[config.mk]
export PLATFORM = sky130hd
export DESIGN_NAME = wlcs_ram
export DESIGN_NICKNAME = d
export VERILOG_FILES = /design/src/sv/wlcs_ram.sv
export SDC_FILE = /design/constraint.sdc
export NUM_CORES = 1
export LEC_CHECK = 0
export BUFFER_PORTS_ARGS = -buffer_cell sky130_fd_sc_hd__buf_2
export CAP_MARGIN = 20
export CORE_ASPECT_RATIO = 1.75
export CORE_UTILIZATION = 50
export CTS_CLUSTER_DIAMETER = 80
export DETAILED_ROUTE_END_ITERATION = 12
export PLACE_DENSITY = 0.68
export SYNTH_ARGS = -nofsm -noshare
export SYNTH_HDL_FRONTEND = slang
export SYNTH_SLANG_ARGS = --single-unit
[constraint.sdc]
create_clock -name clk -period 2 [get_ports clk]
set_input_delay 0.1 -clock clk [delete_from_list [all_inputs] [get_ports clk]]
set_output_delay 0.1 -clock clk [all_outputs]
set_load 0.1 [all_outputs]
[src/sv/wlcs_ram.sv]
// ----------------------------------------------------------------------------
// wlcs_ram
// Generic simple dual-port RAM: one write port, one registered read port.
// ----------------------------------------------------------------------------
module wlcs_ram #(
    parameter int WIDTH = 8,
    parameter int DEPTH = 16
) (
    input  logic                     clk,
    input  logic                     we,
    input  logic [$clog2(DEPTH)-1:0] waddr,
    input  logic [WIDTH-1:0]         wdata,
    input  logic [$clog2(DEPTH)-1:0] raddr,
    output logic [WIDTH-1:0]         rdata
);

    logic [WIDTH-1:0] mem [DEPTH];

    always_ff @(posedge clk)
    begin
        if (we)
        begin
            mem[waddr] <= wdata;
        end
        rdata <= mem[raddr];
    end

endmodule

# Word-level counts from Yosys, hierarchy flattened
# Memory sizes are Yosys's and may differ from the RTL's. A register that Yosys moved wholly into a read port is not among the register bits.
# Index checks and enable logic that the tools add are counted.
[classes]
muxes = 2
[op_table]
columns = ["operator", "count"]
rows = [
  ["1-bit two-way mux", 2],
]
[word_totals]
register_bits = 0
ramBits = 128
output_inout_bits = 8
mem_count = 1
[mem_list]
columns = ["name", "words", "word_bits", "read_ports", "rd_ports_with_merged_regs", "write_ports", "line_no", "source"]
rows = [
  ["mem", 16, 8, 1, 1, 1, "17", "logic [WIDTH-1:0] mem [DEPTH];"],
]

# Logic depth before layout (Yosys ltp)
# Gate-level depths: netlist of run 1.
[depth]
depth_word = 2
depth_mapped = 5

# Worst setup path before layout of run 1
# No wires, ideal clock.
[synth_path]
path_kind = "input to register"
start = "in waddr[2]"
end = "mem mem[0][0], enable pin"
t_arrival_ps = 1210
required_time_ps = 1617
setup_slack_ps = 407
stages = 2
path_buffers = 0
path_cell_list = "or3b_2 -> nor3_1"
[synth_lines]
columns = ["element", "line_no", "source"]
rows = [
  ["start: declaration", "11", "input logic [$clog2(DEPTH)-1:0] waddr,"],
  ["end: declaration", "17", ""],
]
# No word-level cell before the write port.

==> run_results.csv, run 1 <==
group,metric,value,unit
run_status,status,"finished clean",
synthesis,synth.top_cell.area_share,74.7,%
timing,skew,6.27,ps
cts,cts_setup_buffers,0,
worst_setup_path,start_kind,"register",
worst_setup_path,crit_required,2300,ps
pwr,p_switching,1430,µW
cts,cts-root-buf,"clkbuf_16",
timing,finalCriticalPeriod,1320,ps
floorplanning,die_x,78.7,µm
synthesis,synth_cell_type_count,19,
floorplanning,initial_core_util,51.9,%
synthesis,synthArstFlopShare,0,%
cts,path_clk_slew,60,ps
cts,cts_tree,"built",
pwr,p_sw_share,21.8,%
cells_and_area,fillers,697,
synthesis,ys_top_cells_by_area,"edfxtp_1, mux4_2, mux4_1, dfxtp_1, a22oi_1",
synthesis,ys_seq_area_share,77.8,%
grt,antenna_found_initial,0,
floorplanning,ios,26,
drt,num_vias,2473,
pwr,seqPwrFrac,48.9,%
synthesis,syn_avg_cell_area,22.5,µm²
worst_hold_path,hp-class,"in2reg",
cts,cts_max_level,4,
cts,cts_sinks,136,
pwr,p_leak,0.00209,µW
grt,grt_use_total,20.7,%
cts,cts_buffers,17,
grt,grt_pass1_vias,2514,
placement,globalplace.congestion,0.813,
worst_setup_path,cp_max_fo,1,
floorplanning,die_h,136,µm
cells_and_area,syn_to_final_growth,18.3,%
drt,wl_per_cell,23.5,µm
pwr,comb_power_share,6.5,%
floorplanning,core-area,9910,µm²
pwr,power_frac_clock,44.6,%
cts,post_cts_resized,0,
pwr,cellInternalPower,5130,µW
timing,finalHoldViolations,0,
timing,worst_slew_pin_slew,751,ps
drt,via_per_inst,5.86,
drt,drt_iter0_markers,194,
pwr,vdd_ir_drop_max,0.662,mV
timing,finalMaxSlewViolations,0,
worst_setup_path,critPathKind,"reg2reg",
placement,place_hpwl,6210,µm
cells_and_area,fin_area,6090,µm²
placement,placed_area,5530,µm²
floorplanning,rows,48,
synthesis,synth_edf_count,128,
worst_setup_path,cp.arrival,1620,ps
grt,grt_pass1_wl,14900,µm
synthesis,syn-cell-area,5150,µm²
timing,fmax,756,MHz
timing,fin_tns_setup,0,ps
timing,setup_viol,0,
cells_and_area,drive_gt1_share,31.6,%
synthesis,yosysTopAreaCell,"edfxtp_1",
cts,clk_path_buf_depth,2,
drt,totalWireLength,9900,µm
drt,ant_nets,0,
worst_setup_path,crit_start,"mem[3][0]",
floorplanning,die_area,10700,µm²
placement,port_buffers,25,
grt,grt_max_degree,33,
synthesis,ys_dominant_reg_cell,"edfxtp_1",
cts,clk_latency,410,ps
synthesis,synth_cells,229,
synthesis,synth_seq_cells,136,
synthesis,synthesis.nets,247,
timing,rsz0062_at_grt,"false",
pwr,p_per_area,1080,nW/µm²
drt,drt_pre_antenna_iters,4,
cts,ctsHoldBuffers,0,
timing,fin_crit_sh,66.1,%
drt,remaining_drc_errors,0,
cells_and_area,final_util,61.4,%
synthesis,synth_top_cells_by_count,"edfxtp_1, mux4_2, a22oi_1, mux4_1, nor2_1",
cells_and_area,diodes,0,
cells_and_area,nets,302,
worst_setup_path,endpoint_kind,"register",
timing,relSlewSlack,49.8,%
synthesis,synth.most_common_cell,"edfxtp_1",
worst_setup_path,timing.rr.start,"mem[3][0]",
job,drv_cap,0,
worst_hold_path,hp-start,"wdata[4]",
synthesis,yosysWarnings,0,
grt,grt-ovfl-total,0,
cell usage in the layout (no fill, tap or decap), types with 3 or more instances in the layout:
cell type / count
nand2_1: 9
clkinv_4: 3
clkinv_2: 5
buf_2: 25
mux4_2: 18
mux4_1: 14
nor3_1: 4
dfxtp_1: 8
clkbuf_16: 17
buf_4: 19
a22oi_1: 16
edfxtp_1: 128
nor2_1: 13
layout make-up:
cell class / instances / area, µm² / area share [%]
clock inverters: 14 / 134 / 2.20
multi-input cells: 83 / 1060 / 17.4
clock buffers: 18 / 429 / 7.05
repair buffers: 46 / 308 / 5.06
flip-flops and latches: 136 / 4000 / 65.8
well taps: 125 / 156 / 2.57
logic make-up (layout without fill, tap and decap cells):
logic type             after synthesis  after routing  synth area share (%)
AO/OA/AOI/OAI                       16             16                  2.33
multiplexers                        32             32                  15.0
flip-flops                         136            136                  77.8
buffers and inverters               10             78                  1.68
AND/OR/NAND/NOR                     35             35                  3.18
metrics by stage:
| step | power [µW] | std cells | setup slack [ps] | hold WS [ps] |
|---|---|---|---|---|
| 2_1_floorplan | 3560 | 229 | 407 | 199 |
| 3_3_place_gp | 3690 | 390 | 503 | 483 |
| 3_5_place_dp | 3700 | 390 | 512 | 498 |
| 4_1_cts | 6620 | 422 | 653 | 56.4 |
| 5_1_grt | 6750 | 422 | 632 | 65.9 |
| 6_report | 6560 | 422 | 678 | 66.9 |
worst max-delay path, cell delays in order (launching register included):
cell      delay (ps)
edfxtp_1         360
mux4_1           500
a22oi_1          250
nand2_1          100
path summary, 6_finish.rpt:
kind | cells after the start | slack, ps | endpoint
worst min register to register | 3 | 660 | rdata[3]
worst max-delay path | 3 | 680 | rdata[0]
worst max register to register | 3 | 680 | rdata[0]
worst min-delay path | 1 | 70 | mem[6][4]
routing by layer:
layer | global-route usage [%] | up-vias | wire length, µm
li1 | - | 1081 | -
met1 | 25.1 | 1271 | 3730
met2 | 33.9 | 108 | 5330
met3 | 4.83 | 13 | 620
met4 | 11.6 | 0 | 219
met5 | 0 | - | 0
sequential cells by signal, indices dropped and copies added, names as in the netlist:
signal	count
mem	128
rdata	8
power groups by stage:
stage / registers [µW] / logic, µW / clock network [µW]
floorplan: 3400 / 162 / 0
global placement: 3260 / 425 / 0
detailed placement: 3270 / 430 / 0
CTS: 3210 / 432 / 2980
global route: 3210 / 450 / 3080
finish: 3210 / 427 / 2930
Power figures use the tool's default switching activity.
==> inputs of run 2 (changes only) <==
ABC_AREA = 1   (was default)
clock period = 1.26 ns   (was 2 ns; I/O delays follow)
==> run_results.csv, run 2 <==
group,metric,value,unit
run_status,status,"finished clean",
worst_setup_path,timing.rr.start,"mem[13][0]",
grt,grt_pass1_vias,3823,
synthesis,synthArstFlopShare,0,%
floorplanning,die_h,144,µm
synthesis,synth.most_common_cell,"nand2_1",
worst_setup_path,path_buf_inv,1,
timing,finalMaxSlewViolations,0,
timing,finalHoldViolations,0,
drt,drt_pre_antenna_iters,5,
pwr,total_power,10900,µW
worst_setup_path,critPathKind,"reg2out",
synthesis,yosysTopAreaCell,"edfxtp_1",
drt,ant_nets,0,
timing,finalCriticalPeriod,1190,ps
cts,cts_buffers,17,
worst_setup_path,cp.arrival,1120,ps
cts,cts_tree,"built",
drt,remaining_drc_errors,0,
cells_and_area,diodes,0,
cts,cts-root-buf,"clkbuf_16",
drt,totalWireLength,13000,µm
synthesis,ys_dominant_reg_cell,"edfxtp_1",
synthesis,synthSimpleGateAreaFrac,21.0,%
drt,via_per_inst,5.24,
job,drv_cap,0,
synthesis,synth_compound_area_share,0,%
cells_and_area,top_register,"mem",
timing,fin_tns_setup,0,ps
synthesis,yosys.area_share.adder,0,%
floorplanning,ios,26,
drt,num_vias,3880,
synthesis,synth_top_family_by_area,"simple AND/OR/NAND/NOR gates",
pwr,p_per_area,1610,nW/µm²
worst_setup_path,crit_start,"rdata[5]",
floorplanning,die_x,83.2,µm
synthesis,synth_edf_count,128,
synthesis,synth_seq_cells,136,
cells_and_area,nets,614,
drt,drt_iter0_markers,300,
synthesis,ys_seq_area_share,69.4,%
worst_hold_path,hp-start,"raddr[3]",
cts,cts_max_level,4,
grt,grt_max_degree,46,
worst_setup_path,start_kind,"register",
floorplanning,initial_core_util,51.6,%
cells_and_area,final_util,60.4,%
cts,ctsHoldBuffers,0,
placement,port_buffers,25,
drt,wl_per_cell,17.6,µm
grt,grt_pass1_wl,20200,µm
cells_and_area,largest_reg_flops,128,
synthesis,syn-cell-area,5770,µm²
floorplanning,die_area,12000,µm²
floorplanning,core-area,11200,µm²
grt,grt-ovfl-total,0,
synthesis,syn_avg_cell_area,10.5,µm²
floorplanning,rows,51,
synthesis,synth.top_cell.area_share,66.7,%
synthesis,synth_top_cells_by_count,"nand2_1, edfxtp_1, inv_1, nand3_1, nor2_1",
timing,fin_crit_sh,94.2,%
cts,clk_latency,410,ps
synthesis,synth_cell_type_count,12,
placement,globalplace.congestion,0.839,
worst_setup_path,crit_required,1200,ps
timing,skew,4.71,ps
pwr,p_leak,0.00295,µW
synthesis,synthMuxAreaShare,0,%
worst_setup_path,cp_cell_sequence,"buf_2",
cells_and_area,drive_gt1_share,12.8,%
pwr,vdd_ir_drop_max,1.11,mV
synthesis,synthesis.nets,569,
timing,setup_viol,0,
cells_and_area,syn_to_final_growth,16.9,%
placement,place_hpwl,8450,µm
cts,path_clk_slew,50,ps
cells_and_area,reg.largest.list,"mem (128), rdata (8)",
worst_setup_path,path_delay_family,"buffers and inverters",
timing,relSlewSlack,68.0,%
synthesis,yosysWarnings,0,
cells_and_area,final_common_cell,"nand2_1",
synthesis,ys_top_cells_by_area,"edfxtp_1, nand2_1, nand3_1, inv_1, dfxtp_1",
cts,cts_sinks,136,
grt,grt_use_total,23.4,%
worst_setup_path,critPathMaxStageDelay,410,ps
timing,rsz0062_at_grt,"false",
cts,cts_setup_buffers,0,
timing,fmax,843,MHz
worst_setup_path,cp_max_fo,1,
worst_setup_path,endpoint_kind,"primary output",
timing,worst_slew_pin_slew,484,ps
cts,clk_path_buf_depth,2,
grt,antenna_found_initial,0,
cells_and_area,layout_common_cells,"nand2_1, edfxtp_1, inv_1, nand3_1, buf_4",
worst_hold_path,hp-class,"in2reg",
worst_setup_path,cp_slowest_cell,"buf_2",
synthesis,synthXorXnorAreaFrac,0,%
synthesis,synth_cells,551,
[run 2: cell types whose count changed in the layout (fill, tap and decap cells not counted), moves of 5 or more]
cell,delta
a22oi_1,-16
inv_1,+100
buf_2,-5
mux4_2,-18
mux4_1,-14
nand2_1,+164
nand3_1,+96
[run 2: stage by stage]
stage	area (µm²)	setup slack [ps]	std cells	hold slack, ps
5_1_grt	6740	49.3	741	32.9
2_1_floorplan	5770	246	551	162
3_3_place_gp	6140	112	709	446
3_5_place_dp	6140	90.9	709	458
6_report	6740	73.2	741	34.2
4_1_cts	6740	0.257	741	25.9
[run 2: final timing paths]
check	endpoint	slack, ps	cells after the start
max	rdata[5]	70	1
min	rdata[7]	30	3
min reg2reg	rdata[5]	670	6
max reg2reg	rdata[0]	220	6
[run 2: final cells by class]
type,count,area [µm²]
fill,856,4420
clock buffer,22,464
tap,132,165
clock inverter,10,126
timing repair buffer,50,388
sequential,136,4000
multi-input combinational,289,1210
inverter,102,383
[run 2: cells by family after synthesis]
logic type | count (synthesis)
DFF | 136
and+or+nand+nor | 289
buffers and inverters | 126
[run 2: power breakdown]
| group | internal (µW) | switching (µW) |
|---|---|---|
| Clock | 3190 | 1730 |
| Sequential | 5060 | 34.5 |
| Combinational | 215 | 650 |
[run 2: what timing repair did]
| item | in CTS | in global routing |
|---|---|---|
| cloned | 0 | 0 |
| setup endpoints to repair | 3 | 2 |
| resized for setup | 3 | 2 |
[run 2: worst reg2reg max path, stage by stage (launching register included)]
cell and delay, ps:
edfxtp_1 360, inv_1 60, nand2_1 50, nand3_1 90, nand3_1 160, nand3_1 150
nand2_1 50
[run 2: per-layer routing]
layer  routed length [µm]  vias up  global-route usage, %
met5                    0        -                      0
li1                     -     1860                      -
met1                 4840     1840                   25.4
met2                 7000      150                   42.4
met4                  491        0                   12.3
met3                  690       30                   5.19
