$ cat src/sv/wlcs_pkg.sv
// ----------------------------------------------------------------------------
// wlcs_pkg
// Shared constants, types and helpers for the weighted lane chunk scheduler.
// ----------------------------------------------------------------------------
package wlcs_pkg;

    localparam int NUM_LANES   = 8;
    localparam int TABLE_SLOTS = 8;
    localparam int QUEUE_DEPTH = 16;
    localparam int LENGTH_BITS = 24;

    localparam int LANE_W   = 3;
    localparam int ENTRY_W  = 3;
    localparam int WEIGHT_W = 8;
    localparam int UNIT_W   = 16;
    localparam int ECNT_W   = 4;
    localparam int SLOT_W   = $clog2(QUEUE_DEPTH);
    localparam int QCNT_W   = $clog2(QUEUE_DEPTH + 1);
    localparam int RAM_DEPTH = NUM_LANES * QUEUE_DEPTH;
    localparam int RAM_AW   = LANE_W + SLOT_W;
    localparam int DESC_W   = 2 * LENGTH_BITS;
    localparam int QUOTA_W  = WEIGHT_W + UNIT_W;

    localparam int CFG_DW = 64;
    localparam int CFG_IW = 2;

    // register indexes
    localparam logic [CFG_IW-1:0] REG_ENTRY_COUNT   = 2'd0;
    localparam logic [CFG_IW-1:0] REG_UNIT_SIZE     = 2'd1;
    localparam logic [CFG_IW-1:0] REG_ENTRY_LANES   = 2'd2;
    localparam logic [CFG_IW-1:0] REG_ENTRY_WEIGHTS = 2'd3;

    // operation codes
    localparam logic OP_ENQUEUE = 1'b0;
    localparam logic OP_SERVE   = 1'b1;

    typedef enum logic [1:0] {
        KIND_CHUNK   = 2'd0,
        KIND_IDLE    = 2'd1,
        KIND_ENQ_OK  = 2'd2,
        KIND_ENQ_REJ = 2'd3
    } kind_t;

    // arbitration pick handed from the scan unit to the top level
    typedef struct packed {
        logic                found;
        logic [ENTRY_W-1:0]  entry;
        logic [LANE_W-1:0]   lane;
        logic [WEIGHT_W-1:0] weight;
    } pick_t;

    function automatic logic [LANE_W-1:0] lane_of(
        input logic [TABLE_SLOTS*LANE_W-1:0] lanes,
        input int                            e
    );
        lane_of = lanes[e*LANE_W +: LANE_W];
    endfunction

    function automatic logic [WEIGHT_W-1:0] weight_of(
        input logic [TABLE_SLOTS*WEIGHT_W-1:0] weights,
        input int                              e
    );
        weight_of = weights[e*WEIGHT_W +: WEIGHT_W];
    endfunction

endpackage

$ cat src/sv/wlcs_pick.sv
// ----------------------------------------------------------------------------
// wlcs_pick
// Circular priority scan of the arbitration table from the round-robin pointer.
// ----------------------------------------------------------------------------
module wlcs_pick (
    input  logic [wlcs_pkg::ECNT_W-1:0]                           active,
    input  logic [wlcs_pkg::ENTRY_W-1:0]                          ptr,
    input  logic [wlcs_pkg::TABLE_SLOTS*wlcs_pkg::LANE_W-1:0]     entry_lanes,
    input  logic [wlcs_pkg::TABLE_SLOTS*wlcs_pkg::WEIGHT_W-1:0]   entry_weights,
    input  logic [wlcs_pkg::NUM_LANES-1:0]                        nonempty,
    output wlcs_pkg::pick_t                                       pick
);
    import wlcs_pkg::*;

    logic [ENTRY_W-1:0]     first_pt;
    logic [TABLE_SLOTS-1:0] elig;
    logic [TABLE_SLOTS-1:0] elig_hi;
    logic                   hit_hi;
    logic                   hit_any;
    logic [ENTRY_W-1:0]     e_hi;
    logic [ENTRY_W-1:0]     e_any;
    logic [ENTRY_W-1:0]     e_sel;

    // stale pointer restarts at entry 0
    assign first_pt = ({1'b0, ptr} < active) ? ptr : '0;

    always_comb
    begin
        for (int e = 0; e < TABLE_SLOTS; e++)
        begin
            elig[e] = (ECNT_W'(e) < active)
                   && (weight_of(entry_weights, e) != '0)
                   && nonempty[lane_of(entry_lanes, e)];
            elig_hi[e] = elig[e] && (ENTRY_W'(e) >= first_pt);
        end
    end

    // lowest set bit; wrap to the entries below the pointer when nothing at or past it
    always_comb
    begin
        hit_hi  = 1'b0;
        hit_any = 1'b0;
        e_hi    = '0;
        e_any   = '0;
        for (int e = TABLE_SLOTS - 1; e >= 0; e--)
        begin
            if (elig_hi[e])
            begin
                hit_hi = 1'b1;
                e_hi   = ENTRY_W'(e);
            end
            if (elig[e])
            begin
                hit_any = 1'b1;
                e_any   = ENTRY_W'(e);
            end
        end
    end

    assign e_sel       = hit_hi ? e_hi : e_any;
    assign pick.found  = hit_any;
    assign pick.entry  = e_sel;
    assign pick.lane   = lane_of(entry_lanes, int'(e_sel));
    assign pick.weight = weight_of(entry_weights, int'(e_sel));

endmodule

$ cat config.mk
export PLATFORM = sky130hd
export DESIGN_NAME = wlcs_pick
export DESIGN_NICKNAME = d
export VERILOG_FILES = /design/src/sv/wlcs_pkg.sv /design/src/sv/wlcs_pick.sv
export SDC_FILE = /design/constraint.sdc
export NUM_CORES = 1
export LEC_CHECK = 0
export BUFFER_PORTS_ARGS = -buffer_cell sky130_fd_sc_hd__buf_2
export CORE_MARGIN = 8
export CORE_UTILIZATION = 45
export DETAILED_ROUTE_END_ITERATION = 8
export GPL_ROUTABILITY_DRIVEN = 0
export PLACE_DENSITY = 0.91
export SYNTH_ARGS = -nofsm -noshare
export SYNTH_HDL_FRONTEND = slang
export SYNTH_SLANG_ARGS = --single-unit
$ cat constraint.sdc
create_clock -name vclk -period 3.6
set_clock_uncertainty 0.05 [all_clocks]
set_input_delay 0.18 -clock vclk [all_inputs]
set_output_delay 0.18 -clock vclk [all_outputs]
set_load 0.03 [all_outputs]
==> Word-level counts from Yosys, hierarchy flattened <==
Index checks and enable logic that the tools add are counted.
{ "totals": {"regBits": 0, "inputBits": 103, "out_inout_bits": 15, "wordCells": 110} }
{ "op_classes": {"mul": 1, "magnitude_cmp": 25, "n_shift": 2, "mux": 50, "n_reduce_logical": 32} }
{ "ops": {"columns": ["op", "n"], "rows": [
  ["nonzero test 8 bit", 8],
  ["variable part select 64 x 7 -> 8 bit", 1],
  ["2-to-1 mux 3 bit", 18],
  ["< comparator 3 x 4 -> 1 bit (second input constant)", 8],
  ["binary-select mux 1 bit (select 3 bit)", 8],
  ["logical AND 1 bit", 24],
  ["2-to-1 mux 1 bit", 24],
  ["variable part select 24 x 6 -> 3 bit", 1],
  ["< comparator 3 x 4 -> 1 bit (first input constant)", 4],
  [">= comparator 3 bit (first input constant)", 4],
  ["< comparator 1 x 4 -> 1 bit (first input constant)", 2],
  ["< comparator 2 x 4 -> 1 bit (first input constant)", 2],
  [">= comparator 1 x 3 -> 1 bit (first input constant)", 2],
  [">= comparator 2 x 3 -> 1 bit (first input constant)", 2],
  ["multiplier 3 x 2 -> 5 bit (second input constant)", 1],
  ["< comparator 3 x 4 -> 1 bit", 1]
]} }

==> Depth between registers and ports, before layout <==
Gate-level depths: netlist of run 1.
{ "depth": {"word_depth": 15, "ltp_mapped": 11, "mapped_depth_nobuf": 10} }

==> Worst setup path before layout of run 1 <==
OpenSTA, ideal clock, no wires.
{ "synth_timing": {"path_kind": "input port to output port", "startpoint": "input active[2] in the netlist's numbering", "endpoint": "output pick[2] in the netlist's numbering", "arrival_time_ns": 3.465, "t_required_ns": 3.370, "setup_slack_ns": -0.095, "stages": 11, "path_buffers": 1, "cell_sequence": "inv_1 -> ha_1 -> o21ai_0 -> or2_2 -> a32oi_1 -> o21bai_1 -> a21oi_1 -> or2_1 -> buf_2 -> a211oi_1 -> nor4_1"} }
{ "synth_rtl": {"columns": ["element", "line", "rtl"], "rows": [
  ["from (decl)", "wlcs_pick.sv:6", "input logic [wlcs_pkg::ECNT_W-1:0] active,"],
  ["to (decl)", "wlcs_pick.sv:11", "output wlcs_pkg::pick_t pick"]
]} }

==> run summary, run 1 <==
Power spread over the standard cell area amounts to 336 nW/um^2. In the post-route analysis, the smallest setup slack over all paths is 0.170 ns. Buffers added to address setup during post-CTS repair amount to 0. The post-synthesis to final-layout area growth is 35.1%. At the placement stage, the worst setup path has a slack of 0.140 ns. For the total number of nets in the final design, the log shows 498. The run gives 90 as the maximum number of pins on one net before global-route repair. Once detail routing completed, the nets flagged for antenna violations numbered 0.

The width of the chip works out to 81.1 um. The synthesized instance count was 286. The number of diodes added for antenna fixing is 0, and the required arrival time at the worst endpoint is 3.37 ns. The total congestion overflow was 0.

The worst slew slack as a fraction of its limit is 54.7%, and the fraction of synthesized cell area taken by the top area cell type is 18.1%. The run gives 1910 um^2 as the area of the mapped netlist. The maximum ir drop on the vdd rail came out at 198 uV. The first global-routing pass estimated 12.6 mm of wire. Registers take 0 um^2. Across the run, the number of max-cap violations was 0. The floorplan has 23 rows.

Part of the power in the clock network: 0%. Derived from the worst setup path, the maximum achievable clock frequency is 0.292 GHz. The worst setup path is captured at an output port. The average footprint of a synthesized cell was 6.67 um^2. The first routing iteration left 322 violations.

The internal portion of the total power is 305 uW. The cell area after layout was 2580 um^2. Of the total power, the share spent switching nets is 64.8%. The logs give 23.4% for the total routing resource utilization after global routing and 100.0% for the combinational fraction of design power.

The number of warnings reported in the yosys synthesis log is 0. The share of the clock period used by the worst path was 95.3%; the total count of hold-check failures in the final report was 0. Synthesis produced a netlist with a net count of 391. Measured along the y axis, the die boundary spans 81.1 um.

The placeable core region is 4030 um^2. Of all nets on the critical path, the largest fanout is 45. The tools report the number of primary I/O pins as 118.

Leaving out fill and tap cells, the most frequent cells in the layout are sky130_fd_sc_hd__buf_2, sky130_fd_sc_hd__nor2_1, sky130_fd_sc_hd__inv_1. Dividing the detail-routed via count by the number of cells gives 6.55. The detailed router placed 2889 vias in this run. The library cell used most frequently in the layout, excluding fill and tap cells, is sky130_fd_sc_hd__buf_2.

Of the cells placed in the final design, the portion with a size suffix greater than 1 is 39.4%. The class of the most critical hold timing path was in2out. Number of antenna violations at the first check in global routing: 0. The logs give 6 for the number of iterations in the first detailed-routing pass and 3.20 ns for the data arrival time at the worst-slack endpoint. The type of the worst setup path is in2out. STA classifies the critical path startpoint as an input port. For the initial core utilization, the log shows 47.4%.

The number of I/O port buffers works out to 118. For the switching power total, the log shows 560 uW. Registers are responsible for 0% of the overall power.

Total power for the finished layout comes to 865 uW. Number of different library cells in the post-synthesis netlist: 41. The worst hold path was traced through 4 stages. Slew at the pin closest to its max-slew limit: 0.676 ns. The clock buffers instantiated in the layout total 0. Once placement finished, the instance area stood at 2560 um^2. The logs give 8.42 mm for the overall routed net length and 0% for the sequential fraction of the synthesis area.

The remaining routing DRC violations was 0; the half-perimeter wire length of the detailed placement result was 6.93 mm. The tools report the number of sequential cells in the layout as 0. For the die area, the log shows 6580 um^2.

The run finished with clean final reports. The via count of the first global-routing pass came out at 2816. The final routed wire length divided by cell count was 19.1 um. The worst path needs 3.43 ns of the cycle, external delays included. Largest area contributor in the netlist: sky130_fd_sc_hd__a211oi_1. The final number of max-transition violations was 0. In the post-synthesis netlist, the biggest area contributors are sky130_fd_sc_hd__a211oi_1, sky130_fd_sc_hd__mux4_2, sky130_fd_sc_hd__nor2_1. Fill cells in the final layout number 384. Setup violations remaining at the end of the flow were counted as 0.

Leakage power: 1.21 nW.
-- metrics by stage --
step	hold WS (ns)	instances	setup TNS, ns	util, %
after floorplan	0.650	286	0	-
final	0.807	441	0	64.0
after CTS	0.813	440	0	63.6
after global routing	0.864	441	-0.0186	64.0
after global placement	0.804	440	0	63.6
after detailed placement	0.813	440	0	63.6
-- per-layer routing --
metal	vias up	GRT usage (%)	share of wire (%)
li1	1313	-	-
met1	1284	26.8	36
met2	244	40.3	46
met3	48	5.08	13
met4	0	11.8	4.9
met5	-	0	0
-- area by class of cell --
cell class                      count  area, um^2  area share (%)
Multi-Input combinational cell    222        1700            66.1
Timing Repair Buffer              120         627            24.3
Tap cell                           50        62.6            2.43
Inverter                           49         184            7.14
-- cell families after synthesis --
family                     count (synthesis)  synth area share [%]
AOI/OAI and AO/OA                         92                  36.7
buffers and inverters                     64                  13.6
and+or+nand+nor                          104                  26.6
adders and majority gates                  2                  1.31
muxes                                     24                  21.8
-- cell usage after synthesis --
cell	n
sky130_fd_sc_hd__nor2_1	54
sky130_fd_sc_hd__inv_1	49
sky130_fd_sc_hd__a211oi_1	46
sky130_fd_sc_hd__nor4_1	26
sky130_fd_sc_hd__mux4_2	14
sky130_fd_sc_hd__a21oi_1	10
sky130_fd_sc_hd__mux2i_1	10
sky130_fd_sc_hd__buf_2	7
sky130_fd_sc_hd__o21ai_0	7
sky130_fd_sc_hd__clkbuf_1	5
sky130_fd_sc_hd__nand2_1	5
sky130_fd_sc_hd__or2_2	5
sky130_fd_sc_hd__o22ai_1	4
sky130_fd_sc_hd__a31oi_1	3
sky130_fd_sc_hd__buf_4	3
sky130_fd_sc_hd__nand3_1	3
sky130_fd_sc_hd__or4_1	3
sky130_fd_sc_hd__a211oi_2	2
sky130_fd_sc_hd__a22oi_1	2
sky130_fd_sc_hd__a32o_1	2
sky130_fd_sc_hd__ha_1	2
sky130_fd_sc_hd__nand2b_1	2
sky130_fd_sc_hd__o2111a_1	2
sky130_fd_sc_hd__o2111ai_1	2
sky130_fd_sc_hd__o221ai_1	2
sky130_fd_sc_hd__a211o_1	1
sky130_fd_sc_hd__a221oi_1	1
sky130_fd_sc_hd__a221oi_2	1
sky130_fd_sc_hd__a32oi_1	1
sky130_fd_sc_hd__and3_1	1
sky130_fd_sc_hd__nand3b_1	1
sky130_fd_sc_hd__nand4b_1	1
sky130_fd_sc_hd__nor2b_1	1
sky130_fd_sc_hd__o211ai_1	1
sky130_fd_sc_hd__o21ai_1	1
sky130_fd_sc_hd__o21ba_2	1
sky130_fd_sc_hd__o21bai_1	1
sky130_fd_sc_hd__o311a_1	1
sky130_fd_sc_hd__o32ai_4	1
sky130_fd_sc_hd__or2_1	1
sky130_fd_sc_hd__or3_1	1
-- power groups by stage --
stage / clock [mW] / combinational, mW / sequential [mW]
floorplan: 0 / 0.598 / 0
global placement: 0 / 0.817 / 0
detailed placement: 0 / 0.832 / 0
CTS: 0 / 0.835 / 0
global route: 0 / 0.923 / 0
finish: 0 / 0.865 / 0
-- what timing repair did --
action,in CTS,in global routing
hold buffers,0,0
gates resized for setup,0,3
endpoints found under the setup margin,0,11
endpoints found under the hold margin,0,0
-- critical path, stage by stage --
cell,delay (ns)
sky130_fd_sc_hd__buf_2,0.11
sky130_fd_sc_hd__or4_1,0.52
sky130_fd_sc_hd__o22ai_1,0.33
sky130_fd_sc_hd__or3_1,0.17
sky130_fd_sc_hd__a32oi_1,0.16
sky130_fd_sc_hd__o21bai_1,0.29
sky130_fd_sc_hd__o32ai_4,0.38
sky130_fd_sc_hd__clkbuf_16,0.30
sky130_fd_sc_hd__a211oi_1,0.13
sky130_fd_sc_hd__nor4_1,0.35
sky130_fd_sc_hd__buf_2,0.27
-- final timing paths --
path / startpoint / endpoint / slack [ns]
worst max-delay path: entry_weights[29] / pick[8] / 0.17
worst min-delay path: entry_weights[57] / pick[1] / 0.81
Note: power is estimated with default switching activity, not from simulation.
==> run 2: changes to the inputs <==
Settings changed: RECOVER_POWER set to 50.
==> run 2 against run 1 <==
- setup slack lost 0.0056 ns
- first-iteration DRC count rose by 0.62%
- hold slack got worse by 0.00053 ns
- die area stayed put
- routed wire length is 0.58% lower
- sequential share of layout area unchanged
- core utilization decreased by 0.062 points
- power is 0.21% lower
- cell count did not move
- global-route usage unchanged
- count of clock-buffer cells in the layout stayed put
- largest cell class unchanged
==> run summary, run 2 (synthesis gave the netlist of run 1 again) <==
In this run the horizontal extent of the chip is 81.1 um. The final total negative setup slack was 0 ns. The run finished with clean final reports. The detail route stage leaves a number of antenna-violating nets equal to 0. The total area inside the core boundary comes to 4030 um^2. The setup slack after layout is 0.165 ns, and the count of vias placed by the detailed router is 2876. For the pin with the worst max-slew slack, the measured transition is 0.649 ns. Post-CTS setup buffer count: 0. Power spread over the standard cell area amounts to 335 nW/um^2.

The tools report the die area as 6580 um^2. The worst-case IR drop observed on VDD is 198 uV. The biggest fanout along the worst timing path works out to 45. After detailed routing, the number of vias per cell comes to 6.52. Once placement completed, the tool counted placed cells totaling 440. The logs give 118 for the number of primary I/O pins and 0 for the remaining routing DRC violations. The number of sequential cells in the layout is 0, and the maximum number of pins on one net before global-route repair is 90.

Number of antenna violations at the first check in global routing: 0. Dividing the detail-routed wire length by the instance count gives 19.0 um. Headroom to the max-slew limit came out at 56.5%.

The layout cell share with drive strength beyond 1 is 38.9%. Setup violations remaining at the end of the flow were counted as 0. The critical path is of the in2out type. The initial utilization of the core area, before any placement, comes to 47.4%. The wire-length estimate of the detail-placed layout is 6.93 mm. The required arrival time at the worst endpoint is 3.37 ns. Global routing consumed, over all layers together, 23.4% of the routing resources. The tools report the sort of element at the start of the critical path as an input port. Based on the critical path, the design can be clocked at up to 0.291 GHz. Total count of hold-check failures in the final report: 0. The total congestion overflow was 0; the number of iterations in the first detailed-routing pass was 5. The repair_antennas step left the layout with diodes totalling 0. Hold repair after CTS inserted 0 buffers. The tools report the worst-case setup slack after placement as 0.140 ns.

The endpoint class of the critical path is an output port. Counting the clock-network buffers in the layout gives 0. The tool flagged a number of max-cap violations equal to 0. The first global-routing pass estimated 12.6 mm of wire. Once the clock tree was built, the resizer swapped 0 gates to a different size. The logs give 498 for the total number of nets in the final design and 324 for the count of routing violations after the opening detailed-route iteration. The library cells used most frequently in the layout, excluding fill and tap cells, are sky130_fd_sc_hd__buf_2, sky130_fd_sc_hd__nor2_1, sky130_fd_sc_hd__inv_1. The share of the clock period used by the worst path works out to 95.4%. For this design the static power due to leakage is 1.20 nW.

The number of I/O port buffers is 118, and the overall routed net length is 8.37 mm. The sequential cells in the finished layout cover a total of 0 um^2. After floorplanning, the core was divided into 23 placement rows.

Leaving out filler cells and counting taps, the final layout contains 441. The clock period could shrink to 3.44 ns. The tools report the via count of the first global-routing pass as 2816. Leaving out fill and tap cells, the most frequent cell in the layout is sky130_fd_sc_hd__buf_2. Post-synthesis to final-layout area growth: 35.0%. The min-delay analysis places its worst path in the category in2out.

The tools report the data arrival time at the worst-slack endpoint as 3.21 ns. Measured along the y axis, the die boundary spans 81.1 um. The tools report the final number of max-transition violations as 0.
## run 2: cell types whose count changed in the layout (fill, tap and decap cells not counted), sizes merged
cell / delta
buf: -2
clkbuf: +2
## run 2: metal layers
metal / track usage, % / part of all wire, % / vias to the layer above / wire length [um]
met5: 0 / 0 / - / 0
met4: 11.8 / 4.9 / 0 / 409
met3: 5.08 / 13 / 49 / 1120
met2: 40.3 / 46 / 243 / 3850
met1: 26.8 / 36 / 1269 / 2990
li1: - / - / 1315 / -
## run 2: where the power goes
| group | internal, mW | switching, mW | total, mW |
|---|---|---|---|
| Combinational | 0.304 | 0.560 | 0.863 |
| Sequential | 0 | 0 | 0 |
| Clock | 0 | 0 | 0 |
## run 2: final timing paths
check                    startpoint       to  slack, ns  cells after the start
hold / removal    entry_weights[57]  pick[1]       0.81                      4
setup / recovery  entry_weights[29]  pick[8]       0.16                     11
## run 2: final cells by class
type	instances	area (um^2)
well taps	50	62.6
multi-input cells	222	1700
repair buffers	120	624
inverters	49	184
fillers	384	1450
## run 2: through the flow
| stage | util, % | hold slack (ns) | total power [mW] | cell area, um^2 |
|---|---|---|---|---|
| 2_1_floorplan | - | 0.650 | 0.598 | 1960 |
| 3_5_place_dp | 63.6 | 0.813 | 0.832 | 2560 |
| 3_3_place_gp | 63.6 | 0.804 | 0.817 | 2560 |
| 5_1_grt | 63.9 | 0.864 | 0.922 | 2570 |
| 4_1_cts | 63.6 | 0.813 | 0.835 | 2560 |
| 6_report | 63.9 | 0.807 | 0.863 | 2570 |
## run 2: worst max-delay path, stage by stage
cell                        delay, ns
sky130_fd_sc_hd__buf_2           0.11
sky130_fd_sc_hd__or4_1           0.52
sky130_fd_sc_hd__o22ai_1         0.33
sky130_fd_sc_hd__or3_1           0.17
sky130_fd_sc_hd__a32oi_1         0.16
sky130_fd_sc_hd__o21bai_1        0.29
sky130_fd_sc_hd__o32ai_4         0.38
sky130_fd_sc_hd__clkbuf_16       0.30
sky130_fd_sc_hd__a211oi_1        0.13
sky130_fd_sc_hd__nor4_1          0.35
sky130_fd_sc_hd__buf_2           0.27
==> run 3: changes to the inputs <==
Settings changed: CORE_ASPECT_RATIO set to 0.8.
==> run 3 against run 2 <==
- sequential share of layout area unchanged
- core utilization fell by 1.4 points
- via count down 4.1%
==> run summary, run 3 (synthesis gave the netlist of run 1 again) <==
The number of setup buffers added after CTS is 0. First element of the critical path: nonempty[7]. The floorplan has 21 rows. The final cell utilization of the core is 62.5%, and the slew at the pin closest to its max-slew limit is 0.568 ns.

Summed over all layers, the routed wires come to 7.96 mm. The count of buffers added on input and output ports is 118. The power per cell area is 329 nW/um^2, and the post-placement cell area is 2580 um^2. The finished layout holds 448 standard cells, fillers aside.

The total congestion overflow is 0, and the final total negative setup slack is 0 ns. The core region is 4130 um^2. For this design, the CTS-stage hold fixing added 0 buffers. The number of buffer and inverter instances along the worst setup path came out at 2. The top cell types in the final layout, fill and taps aside, are sky130_fd_sc_hd__buf_2, sky130_fd_sc_hd__nor2_1, sky130_fd_sc_hd__inv_1. The floorplan step set the die width to 88.8 um. The logs give 0 for the final number of max-transition violations and 1.20 nW for the leakage power. Setup violations remaining at the end of the flow were counted as 0.

After filler insertion, the fill cell instance count of the layout stands at 376. The via count of the first global-routing pass came out at 2593. Walking the worst path, the cells encountered are buf_2 > mux4_2 > mux2i_1 > nor2_1 > nor2_1 > o21ai_0 > a31oi_1 > or2_1 > a211oi_1 > nor4_1 > buf_2. The tools report the startpoint of the worst hold path as entry_weights[57]. The number of sequential cells in the layout is 0, and the cell area after layout is 2580 um^2. The final critical path takes up 94.6% of the cycle. The run gives 0 as the total count of hold-check failures in the final report. Placed cell count: 448.

Measured against its own limit, the worst slew margin works out to 61.9%. The slowest stage of the critical path is the sky130_fd_sc_hd__mux4_2 cell. The floorplan step defined a die boundary enclosing 6590 um^2. The storage element area came out at 0 um^2. The run gives 0 as the remaining routing DRC violations. The vias per cell works out to 6.15.

Entering global routing, the biggest net connects 54 pins. The final period demand of the worst path works out to 3.40 ns. The post-route antenna net violation count was 0; the data arrival time at the worst-slack endpoint was 3.17 ns. The maximum ir drop on the vdd rail is 367 uV.

The detailed router finished its first iteration with 242 violations. The height of the die came out at 74.2 um. STA classifies the critical path startpoint as an input port. The most common library cell in the layout ignoring fill and taps was sky130_fd_sc_hd__buf_2. At the worst endpoint, the required time is 3.37 ns. Total number of nets in the final design: 498. Static timing analysis puts the maximum clock frequency at 0.294 GHz. The number of antenna diodes in the final layout is 0. The half-perimeter wire length of the detailed placement result came out at 6.76 mm. The run gives 22.7% as the total routing resource utilization after global routing.

The tools report the initial core utilization as 46.3%. For the count of vias placed by the detailed router, the log shows 2757. The number of primary I/O pins came out at 118. In this run the worst hold path is classified as in2out. The endpoint class of the critical path is an output port. The gate family responsible for the most delay along the worst path was simple AND/OR/NAND/NOR gates. The largest single stage delay on the critical path is 0.47 ns. The tool flagged a number of max-cap violations equal to 0. The first global-routing pass estimated 12.1 mm of wire.

The first detailed-routing pass ran for 5 iterations. The layout cell share with drive strength beyond 1 is 38.6%, and the number of clock buffers in the layout is 0. Setup repair after global routing left no endpoint under its margin. The type of the worst setup path is in2out. Number of antenna violations at the first check in global routing: 0.

From synthesis to final layout, the design area changed by 35.1%. Of all nets on the critical path, the largest fanout is 11. The run finished with clean final reports.

After detailed routing, the average wire length per cell comes to 17.8 um. The final worst hold slack is 0.839 ns.
==> run 3: worst paths after layout <==
kind                      end  slack (ns)  depth (start not counted)
worst min-delay path  pick[1]        0.84                          4
worst max-delay path  pick[8]        0.20                         11
==> run 3: metrics by stage <==
step | power, mW | setup slack [ns]
2_1_floorplan | 0.598 | 0.00781
3_3_place_gp | 0.821 | 0.281
3_5_place_dp | 0.832 | 0.164
4_1_cts | 0.834 | 0.161
5_1_grt | 0.909 | 0.0128
6_report | 0.848 | 0.195
==> run 3: power breakdown <==
part           switching, mW  internal [mW]
Sequential                 0              0
Combinational          0.548          0.300
Clock                      0              0
Total                  0.548          0.300
==> run 3: cell type report <==
type	instances	area (um^2)	share of cell area (%)
Multi-Input combinational cell	222	1700	66.1
Timing Repair Buffer	120	619	24.0
Inverter	49	184	7.13
Tap cell	57	71.3	2.77
==> run 3: what timing repair did <==
item,in CTS,in global routing
resized for setup,0,2
endpoints found under the hold margin,0,0
endpoints found under the setup margin,0,11
==> run 3: routing by layer <==
layer | global-route usage (%) | routed length, um | up-vias
met1 | 27.9 | 3130 | 1232
met3 | 4.64 | 1060 | 13
met5 | 0 | 0 | -
li1 | - | - | 1308
met2 | 40.2 | 3650 | 204
met4 | 3.55 | 113 | 0
